`config.mk`:
```
export PLATFORM = sky130hd
export DESIGN_NAME = bitmap_glyph_text_rasterizer_top
export DESIGN_NICKNAME = d
export VERILOG_FILES = /design/src/rtl/btr_pkg.sv /design/src/rtl/btr_scan.sv /design/src/rtl/btr_obuf.sv /design/src/rtl/bitmap_glyph_text_rasterizer_top.sv
export SDC_FILE = /design/constraint.sdc
export NUM_CORES = 1
export LEC_CHECK = 0
export BUFFER_PORTS_ARGS = -buffer_cell sky130_fd_sc_hd__buf_2
export CAP_MARGIN = 10
export CORE_MARGIN = 2
export CORE_UTILIZATION = 45
export DETAILED_ROUTE_END_ITERATION = 8
export PLACE_DENSITY_LB_ADDON = 0.08
export SLEW_MARGIN = 20
export SYNTH_ARGS = -nofsm -noshare
export SYNTH_HDL_FRONTEND = slang
export SYNTH_SLANG_ARGS = --single-unit
```
`constraint.sdc`:
```
create_clock -name clk -period 4.8 [get_ports clk]
set_clock_uncertainty 0.2 [all_clocks]
set_input_delay 0.24 -clock clk [delete_from_list [all_inputs] [get_ports clk]]
set_output_delay 0.24 -clock clk [all_outputs]
set_load 0.02 [all_outputs]
```
`src/rtl/btr_pkg.sv`:
```
// ----------------------------------------------------------------------------
// btr_pkg - shared types and constants of the bitmap glyph text rasteriser
// Font ROM (4x7 glyphs, printable ASCII), field widths, register indexes and
// the small structs that pass between the scanner and the output stage.
// ----------------------------------------------------------------------------
package btr_pkg;

  localparam int MAX_FRAME_WIDTH  = 4096;
  localparam int MAX_FRAME_HEIGHT = 4096;

  localparam int FIRST_PRINTABLE = 32;
  localparam int LAST_PRINTABLE  = 126;
  localparam int CELL_ADVANCE    = 5;
  localparam int CELL_HEIGHT     = 8;
  localparam int COLUMN_MAX      = 8191;

  localparam int GLYPH_BITS  = 28;
  localparam int GLYPH_COUNT = 95;
  localparam int COL_FIRST   = 3;
  localparam int ROW_FIRST   = 6;

  localparam int CODE_W  = 8;
  localparam int COORD_W = 13;
  localparam int PIX_W   = 12;
  localparam int CURX_W  = 14;
  localparam int DIM_W   = 13;
  localparam int LIM_W   = 15;

  localparam int CFG_AW = 1;
  localparam int CFG_DW = 13;

  localparam int IN_TDATA_W  = 40;
  localparam int OUT_TDATA_W = 24;

  localparam logic [CFG_AW-1:0] REG_FRAME_WIDTH  = 1'd0;
  localparam logic [CFG_AW-1:0] REG_FRAME_HEIGHT = 1'd1;

  localparam logic [DIM_W-1:0] FRAME_WIDTH_RST  = 13'd640;
  localparam logic [DIM_W-1:0] FRAME_HEIGHT_RST = 13'd480;

  typedef struct packed {
    logic                  load;
    logic [GLYPH_BITS-1:0] glyph;
    logic [PIX_W-1:0]      base_x;
    logic [PIX_W-1:0]      base_y;
  } scan_load_t;

  typedef struct packed {
    logic             last;
    logic [PIX_W-1:0] y;
    logic [PIX_W-1:0] x;
  } pix_t;

  localparam logic [GLYPH_BITS-1:0] GLYPH_ROM [GLYPH_COUNT] = '{
    28'h0000000, 28'h4440400, 28'hAA00000, 28'h6F6F600,
    28'h27B3E20, 28'hCD6B300, 28'h685A500, 28'h4400000,
    28'h2444200, 28'h4222400, 28'h04EA000, 28'h04E4000,
    28'h0000260, 28'h00E0000, 28'h0000400, 28'h2444800,
    28'h6999600, 28'h6222200, 28'hE168F00, 28'hE161E00,
    28'h26AF200, 28'hF8E1E00, 28'h68E9600, 28'hF124400,
    28'h6969600, 28'h6971600,
    28'h0400400, 28'h0200260, 28'h3484300, 28'h0E0E000,
    28'hC212C00, 28'h6924400, 28'h69B8600,
    28'h699F900, 28'hE9E9E00, 28'h7888700, 28'hE999E00,
    28'hF8F8F00, 28'hF8F8800, 28'h78B9700, 28'h99F9900,
    28'hE444E00, 28'h3119600, 28'h9ACA900, 28'h8888F00,
    28'h9FF9900, 28'h9DB9900, 28'h6999600, 28'hE99E900,
    28'h6999610, 28'hE99E900, 28'h7861E00, 28'hE444400,
    28'h9999600, 28'h99AA400, 28'h99FF900, 28'h9969900,
    28'h9971600, 28'hF168F00,
    28'h6444600, 28'h8444200, 28'h6222600, 28'h4A00000,
    28'h00000F0, 28'h4200000,
    28'h0799700, 28'h8E99E00, 28'h0788700, 28'h1799700,
    28'h06BC600, 28'h24E2200, 28'h0799716, 28'h8E99900,
    28'h4044400, 28'h2022224, 28'h89AE900, 28'h4444400,
    28'h0EBBB00, 28'h0E99900, 28'h0699600, 28'h0E99E88,
    28'h0799711, 28'h0BC8800, 28'h07B3E00, 28'h4E44200,
    28'h0999700, 28'h099A400, 28'h099F600, 28'h0A44A00,
    28'h0999716, 28'h0F24F00,
    28'h64C4600, 28'h4444440, 28'hC464C00, 28'h005A000
  };

  // Glyph of a character code; codes outside the printable range read blank.
  function automatic logic [GLYPH_BITS-1:0] glyph_lookup(input logic [CODE_W-1:0] code);
    logic [CODE_W-1:0] idx;
    idx = code - CODE_W'(FIRST_PRINTABLE);
    if (code >= CODE_W'(FIRST_PRINTABLE) && code <= CODE_W'(LAST_PRINTABLE)) begin
      return GLYPH_ROM[idx[6:0]];
    end
    return '0;
  endfunction

endpackage

```
`src/rtl/btr_scan.sv`:
```
// ----------------------------------------------------------------------------
// btr_scan - bit-serial glyph scanner
// Shifts the glyph out one bit per cycle, LSB first, holding on a lit bit
// until taken as a pixel beat; tracks cell row and column; skips clear bits.
// ----------------------------------------------------------------------------
module btr_scan (
  input  logic               clk,
  input  logic               rst_n,
  input  btr_pkg::scan_load_t load_i,
  input  logic               take_i,
  output logic               busy_o,
  output logic               pix_valid_o,
  output btr_pkg::pix_t      pix_o
);
  import btr_pkg::*;

  logic [GLYPH_BITS-1:0] glyph_r, glyph_nxt;
  logic [1:0]            col_r, col_nxt;
  logic [2:0]            row_r, row_nxt;
  logic [PIX_W-1:0]      bx_r, bx_nxt;
  logic [PIX_W-1:0]      by_r, by_nxt;
  logic                  advance;

  assign busy_o      = |glyph_r;
  assign pix_valid_o = glyph_r[0];
  // hold on a lit bit until the output stage takes it
  assign advance     = busy_o && (!glyph_r[0] || take_i);

  assign pix_o.x    = bx_r + {{(PIX_W-2){1'b0}}, col_r};
  assign pix_o.y    = by_r + {{(PIX_W-3){1'b0}}, row_r};
  assign pix_o.last = ~|glyph_r[GLYPH_BITS-1:1];

  always_comb begin
    glyph_nxt = glyph_r;
    col_nxt   = col_r;
    row_nxt   = row_r;
    bx_nxt    = bx_r;
    by_nxt    = by_r;
    if (load_i.load) begin
      glyph_nxt = load_i.glyph;
      col_nxt   = 2'(COL_FIRST);
      row_nxt   = 3'(ROW_FIRST);
      bx_nxt    = load_i.base_x;
      by_nxt    = load_i.base_y;
    end else if (advance) begin
      glyph_nxt = glyph_r >> 1;
      if (col_r == 2'd0) begin
        col_nxt = 2'(COL_FIRST);
        row_nxt = row_r - 3'd1;
      end else begin
        col_nxt = col_r - 2'd1;
      end
    end
  end

  always_ff @(posedge clk) begin
    if (!rst_n) begin
      glyph_r <= '0;
    end else begin
      glyph_r <= glyph_nxt;
    end
  end

  always_ff @(posedge clk) begin
    col_r <= col_nxt;
    row_r <= row_nxt;
    bx_r  <= bx_nxt;
    by_r  <= by_nxt;
  end

endmodule

```
`src/rtl/btr_obuf.sv`:
```
// ----------------------------------------------------------------------------
// btr_obuf - output register of the pixel stream
// One-entry register that takes a new beat whenever it is empty or is being
// drained in the same cycle.
// ----------------------------------------------------------------------------
module btr_obuf (
  input  logic          clk,
  input  logic          rst_n,
  input  logic          valid_i,
  input  btr_pkg::pix_t pix_i,
  output logic          ready_o,
  output logic          valid_o,
  input  logic          ready_i,
  output btr_pkg::pix_t pix_o
);
  import btr_pkg::*;

  logic valid_r, valid_nxt;
  pix_t pix_r, pix_nxt;

  assign ready_o = !valid_r || ready_i;
  assign valid_o = valid_r;
  assign pix_o   = pix_r;

  always_comb begin
    valid_nxt = valid_r;
    pix_nxt   = pix_r;
    if (ready_o) begin
      valid_nxt = valid_i;
      if (valid_i) begin
        pix_nxt = pix_i;
      end
    end
  end

  always_ff @(posedge clk) begin
    if (!rst_n) begin
      valid_r <= 1'b0;
    end else begin
      valid_r <= valid_nxt;
    end
  end

  always_ff @(posedge clk) begin
    pix_r <= pix_nxt;
  end

endmodule

```
`src/rtl/bitmap_glyph_text_rasterizer_top.sv`:
```
// ----------------------------------------------------------------------------
// bitmap_glyph_text_rasterizer_top - 4x7 bitmap font text overlay
// Turns character codes into the coordinates of the lit pixels of each glyph.
// ----------------------------------------------------------------------------
// Input channel: one beat per character. A set start flag loads the text
// cursor from start_x/start_y first; the cursor column then advances by 5
// (saturating at 8191) whether or not the glyph is drawn.
// Output channel: one beat per lit pixel, scanned row 6 to 0 and column 3
// to 0; tlast marks the final lit pixel of the character. Unprintable codes,
// blank glyphs and cells outside the frame give no beats.
// Config port: frame width (index 0) and height (index 1), reset 640x480,
// to be written by the user only while idle; the block does not enforce it.
// Timing: a character is taken while the scanner is idle; the scanner then
// walks its glyph one bit per cycle up to the highest lit bit (28 at most),
// holding on a lit bit while the output register cannot take it, and keeps
// the input closed meanwhile; a character that draws nothing lets the next
// follow at once. Each pixel passes from the scanner into the output
// register. The input reopens once the last pixel has moved into the output
// register. A stalled receiver holds the output register and the scanner.
// Reset clears the cursor to 0,0 and empties scanner and output register.
// ----------------------------------------------------------------------------
module bitmap_glyph_text_rasterizer_top (
  input  logic                              clk,
  input  logic                              rst_n,
  input  logic                              cfg_we,
  input  logic [btr_pkg::CFG_AW-1:0]        cfg_addr,
  input  logic [btr_pkg::CFG_DW-1:0]        cfg_wdata,
  input  logic                              in_tvalid,
  output logic                              in_tready,
  // char_code [7:0], start_x [20:8], start_y [33:21], zero [39:34]
  input  logic [btr_pkg::IN_TDATA_W-1:0]    in_tdata,
  // start_flag [0]
  input  logic [0:0]                        in_tuser,
  output logic                              out_tvalid,
  input  logic                              out_tready,
  // pixel_x [11:0], pixel_y [23:12]
  output logic [btr_pkg::OUT_TDATA_W-1:0]   out_tdata,
  output logic                              out_tlast
);
  import btr_pkg::*;

  localparam logic [CURX_W-1:0] MAX_W    = CURX_W'(MAX_FRAME_WIDTH);
  localparam logic [CURX_W-1:0] MAX_H    = CURX_W'(MAX_FRAME_HEIGHT);
  localparam logic signed [CURX_W-1:0] COL_SAT_LIM = CURX_W'(COLUMN_MAX - CELL_ADVANCE);
  localparam logic signed [CURX_W-1:0] COL_SAT     = CURX_W'(COLUMN_MAX);

  logic [DIM_W-1:0]         fw_r, fw_nxt;
  logic [DIM_W-1:0]         fh_r, fh_nxt;
  logic signed [CURX_W-1:0]  cur_col_r, cur_col_nxt;
  logic signed [COORD_W-1:0] cur_row_r, cur_row_nxt;

  logic [CODE_W-1:0]         code;
  logic signed [CURX_W-1:0]  x;
  logic signed [COORD_W-1:0] y;
  logic [CURX_W-1:0]         w_cap;
  logic [CURX_W-1:0]         h_cap;
  logic                      x_fit, y_fit, draw, in_acc;

  scan_load_t load;
  pix_t       scan_pix, out_pix;
  logic       scan_busy, scan_valid, obuf_ready;

  assign code   = in_tdata[7:0];
  assign x      = in_tuser[0] ? {in_tdata[20], in_tdata[20:8]} : cur_col_r;
  assign y      = in_tuser[0] ? $signed(in_tdata[33:21]) : cur_row_r;
  assign w_cap  = ({1'b0, fw_r} > MAX_W) ? MAX_W : {1'b0, fw_r};
  assign h_cap  = ({1'b0, fh_r} > MAX_H) ? MAX_H : {1'b0, fh_r};
  assign x_fit  = !x[CURX_W-1] &&
                  ({1'b0, x} + LIM_W'(CELL_ADVANCE) <= {1'b0, w_cap});
  assign y_fit  = !y[COORD_W-1] &&
                  ({2'b0, y} + LIM_W'(CELL_HEIGHT) <= {1'b0, h_cap});
  assign draw   = x_fit && y_fit;

  assign in_tready = !scan_busy;
  assign in_acc    = in_tvalid && in_tready;

  assign load.load   = in_acc;
  assign load.glyph  = draw ? glyph_lookup(code) : '0;
  assign load.base_x = x[PIX_W-1:0];
  assign load.base_y = y[PIX_W-1:0];

  always_comb begin
    fw_nxt = fw_r;
    fh_nxt = fh_r;
    if (cfg_we) begin
      case (cfg_addr)
        REG_FRAME_WIDTH:  fw_nxt = cfg_wdata;
        REG_FRAME_HEIGHT: fh_nxt = cfg_wdata;
        default: ;
      endcase
    end
  end

  always_comb begin
    cur_col_nxt = cur_col_r;
    cur_row_nxt = cur_row_r;
    if (in_acc) begin
      cur_row_nxt = y;
      cur_col_nxt = (x > COL_SAT_LIM) ? COL_SAT : x + CURX_W'(CELL_ADVANCE);
    end
  end

  always_ff @(posedge clk) begin
    if (!rst_n) begin
      fw_r      <= FRAME_WIDTH_RST;
      fh_r      <= FRAME_HEIGHT_RST;
      cur_col_r <= '0;
      cur_row_r <= '0;
    end else begin
      fw_r      <= fw_nxt;
      fh_r      <= fh_nxt;
      cur_col_r <= cur_col_nxt;
      cur_row_r <= cur_row_nxt;
    end
  end

  btr_scan u_scan (
    .clk         (clk),
    .rst_n       (rst_n),
    .load_i      (load),
    .take_i      (obuf_ready),
    .busy_o      (scan_busy),
    .pix_valid_o (scan_valid),
    .pix_o       (scan_pix)
  );

  btr_obuf u_obuf (
    .clk     (clk),
    .rst_n   (rst_n),
    .valid_i (scan_valid),
    .pix_i   (scan_pix),
    .ready_o (obuf_ready),
    .valid_o (out_tvalid),
    .ready_i (out_tready),
    .pix_o   (out_pix)
  );

  assign out_tdata = {out_pix.y, out_pix.x};
  assign out_tlast = out_pix.last;

endmodule

```
==> impl_metrics.toml <==
[outcome]
outcome = "finished, final reports clean"

[place]
hpwlAfterDp_um = 20600
portBuffers = 80
placed_cells = 1443
place_congestion = 0.996

[synthesis]
yosys.cell_types.count = 72
syn_inst = 1158
synthMuxAreaShare_pct = 4.62
synth_area_um2 = 9470
synth_adder_area_share_pct = 7.16
synth_seq_area_share_pct = 33.9
synth_top_family_by_area = "compound AO/OA/AOI/OAI gates"
synth-seq-cells = 136
synth_edf_count = 49
synthXorXnorAreaFrac_pct = 4.16
syn-num-nets = 1271
syn_area_per_cell_um2 = 8.18
synth-simple-area-share_pct = 21.2
synth_compound_area_share_pct = 23.8
async_flop_share_pct = 0
synthFlopType = "dfxtp_1"
ys_warn_count = 0

[final_layout]
drive_above_1_share_pct = 14.5
stdcell_count = 1492
syn2layout_area_growth_pct = 13.8
antenna_cells = 0
layout_commonest_cell = "nand2_1"
final_cell_mix = "nand2_1, a21oi_1, dfxtp_1"
layout.nets = 1317

[critical_path]
worstPathMaxFanout = 27
cp_data_required_time_ns = 4.95
crit_buf_inv = 3
crit_top_cell = "a21oi_1"
worstPathCellList = "buf_2 > buf_4 > mux2_2 > o21ai_0 > a21oi_1 > xnor2_1 > ha_1 > a211o_1 > a21oi_1 > a221oi_1 > o21ai_1 > buf_4 > o2111ai_1 > a21oi_1"
path_class = "in2reg"
critical-path-top-delay-family = "compound AO/OA/AOI/OAI gates"
start_kind = "input port"
slowest_stage = "o21ai_0"
cp.arrival_ns = 4.03
max_stage_delay_ns = 0.44
endpoint_kind = "flip-flop"

[route]
antenna_left = 0
wl_um = 29100
drt_iter0_drc = 1146
drc = 0
dr_total_vias = 9065
post_drt_wl_per_cell_um = 19.5
first_pass_iters = 6
via_per_inst = 6.08

[floorplan]
core_um2 = 20800
start_util_pct = 45.5
die_h_um = 149
io_pins = 87
die_x_um = 149
die_area_um2 = 22200
rows = 53

[clock_tree]
cts.sinks = 136
hold_buffers = 17
clkTransAtPathRegs_ns = 0.06
tritoncts = "done"
clk_latency_ns = 0.43
cts_setup_buffers = 0
cts_resized = 0
cts_root_buf = "clkbuf_16"
cts_buffers = 17
cts_htree_levels = 4
cts_buffer_depth = 2

[hold_path]
hold_path_class = "in2reg"

[grt]
grt_use_total_pct = 26.1
grt_first_pass_wirelength_um = 45300
grt_overflow_total = 0
grt_max_degree = 77
antenna_found_initial = 1
first_global_vias = 8069

[sta]
grt_setup_unrepaired = "no"
timing.final.crit_share_pct = 80.8
slew_violations = 0
timing.fmax_ghz = 0.258
setup_viol = 0
hold_viol = 0
tightest_slew_ns = 0.863
slew-limit-headroom_pct = 42.0
setup-tns-final_ns = 0
whs_ns = 0.0127
post-route-min-period_ns = 3.88

[power]
power_uw = 5540
power.density_nw_per_um2 = 513
ir_worst_vdd_mv = 0.343
p_leak_uw = 0.00424

[flow_run]
cap_violations = 0
## worst paths after layout
path / slack, ns / to / depth (start not counted) / from
min reg2reg: 0.25 / fw_r[0]$_SDFFE_PN0P_ / 2 / fw_r[0]$_SDFFE_PN0P_
max: 0.92 / u_scan.glyph_r[13]$_SDFFE_PN0P_ / 14 / in_tuser
max reg2reg: 1.00 / u_scan.glyph_r[13]$_SDFFE_PN0P_ / 13 / cur_col_r[0]$_SDFFE_PN0P_
min: 0.01 / u_scan.by_r[1]$_DFFE_PP_ / 2 / in_tdata[22]
## sequential cells by signal, summed over array words and instances, names as in the netlist
name            flops
cur_col_r          14
cur_row_r          13
fh_r               13
fw_r               13
u_obuf.pix_o       25
u_obuf.valid_o      1
u_scan.bx_r        12
u_scan.by_r        12
u_scan.col_r        2
u_scan.glyph_r     28
u_scan.row_r        3
## power breakdown
group          internal [µW]  switching (µW)
logic                    849            1500
registers               1670             226
clock network            738             555
## cells by family (layout without fill, tap and decap cells)
logic type	Yosys count	in the layout
compound gates	342	342
xor+xnor	45	45
fa+ha+maj	53	53
buf+inv	126	185
flops	136	136
mux	39	39
simple gates	417	417
## area by class of cell
class / count / area [µm²]
clock buffers: 17 / 425
clock inverters: 15 / 161
fillers: 2054 / 10000
inverters: 37 / 139
multi-input cells: 896 / 5790
flip-flops and latches: 136 / 3210
well taps: 275 / 344
repair buffers: 116 / 713
## stage by stage
stage                     cell area [µm²]  worst slack (ns)  utilization (%)
after floorplan                      9470             0.331                -
after global placement              10000             0.516             48.1
after detailed placement            10000             0.510             48.1
after CTS                           10800             0.931             51.8
after global routing                10800             0.627             51.8
final                               10800             0.922             51.8
## per-layer routing
layer	GRT usage, %	wire (µm)
met1	39.5	13700
met2	35.7	11800
met3	7.19	2830
met4	8.05	670
met5	0	9
## synth_stat cells (all sizes together) (8+ instances only)
cell	instances	share of area, %
a21oi	95	5.0
and2	8	0.53
mux2i	19	2.0
and3	10	0.66
xnor2	30	2.8
nand2	166	6.6
nor2	69	2.7
mux2	18	2.1
nor2b	25	1.7
nor4	10	0.92
a211oi	23	1.8
o211ai	9	0.71
a21o	11	0.87
inv	37	1.5
o21ai	72	3.8
a31oi	26	1.7
buf	14	0.70
xor2	15	1.4
or3	8	0.53
nand2b	24	1.6
o22ai	12	0.79
o221a	12	1.4
a41oi	11	1.0
ha	51	6.7
edfxtp	49	16
nor3	20	1.1
a311oi	8	0.74
nand4	17	1.2
nand3	41	2.2
dfxtp	87	18
clkbuf	75	3.0
## worst register-to-register path, delay by kind of cell, from the launching register on
kind | cells | cell delay (ns)
multiplexers | 1 | 0.33
XOR/XNOR | 1 | 0.29
flip-flops | 1 | 0.32
buffers and inverters | 1 | 0.28
adder cells (fa/ha/maj) | 2 | 0.55
AO/OA/AOI/OAI | 8 | 1.75
Power figures use the tool's default switching activity.
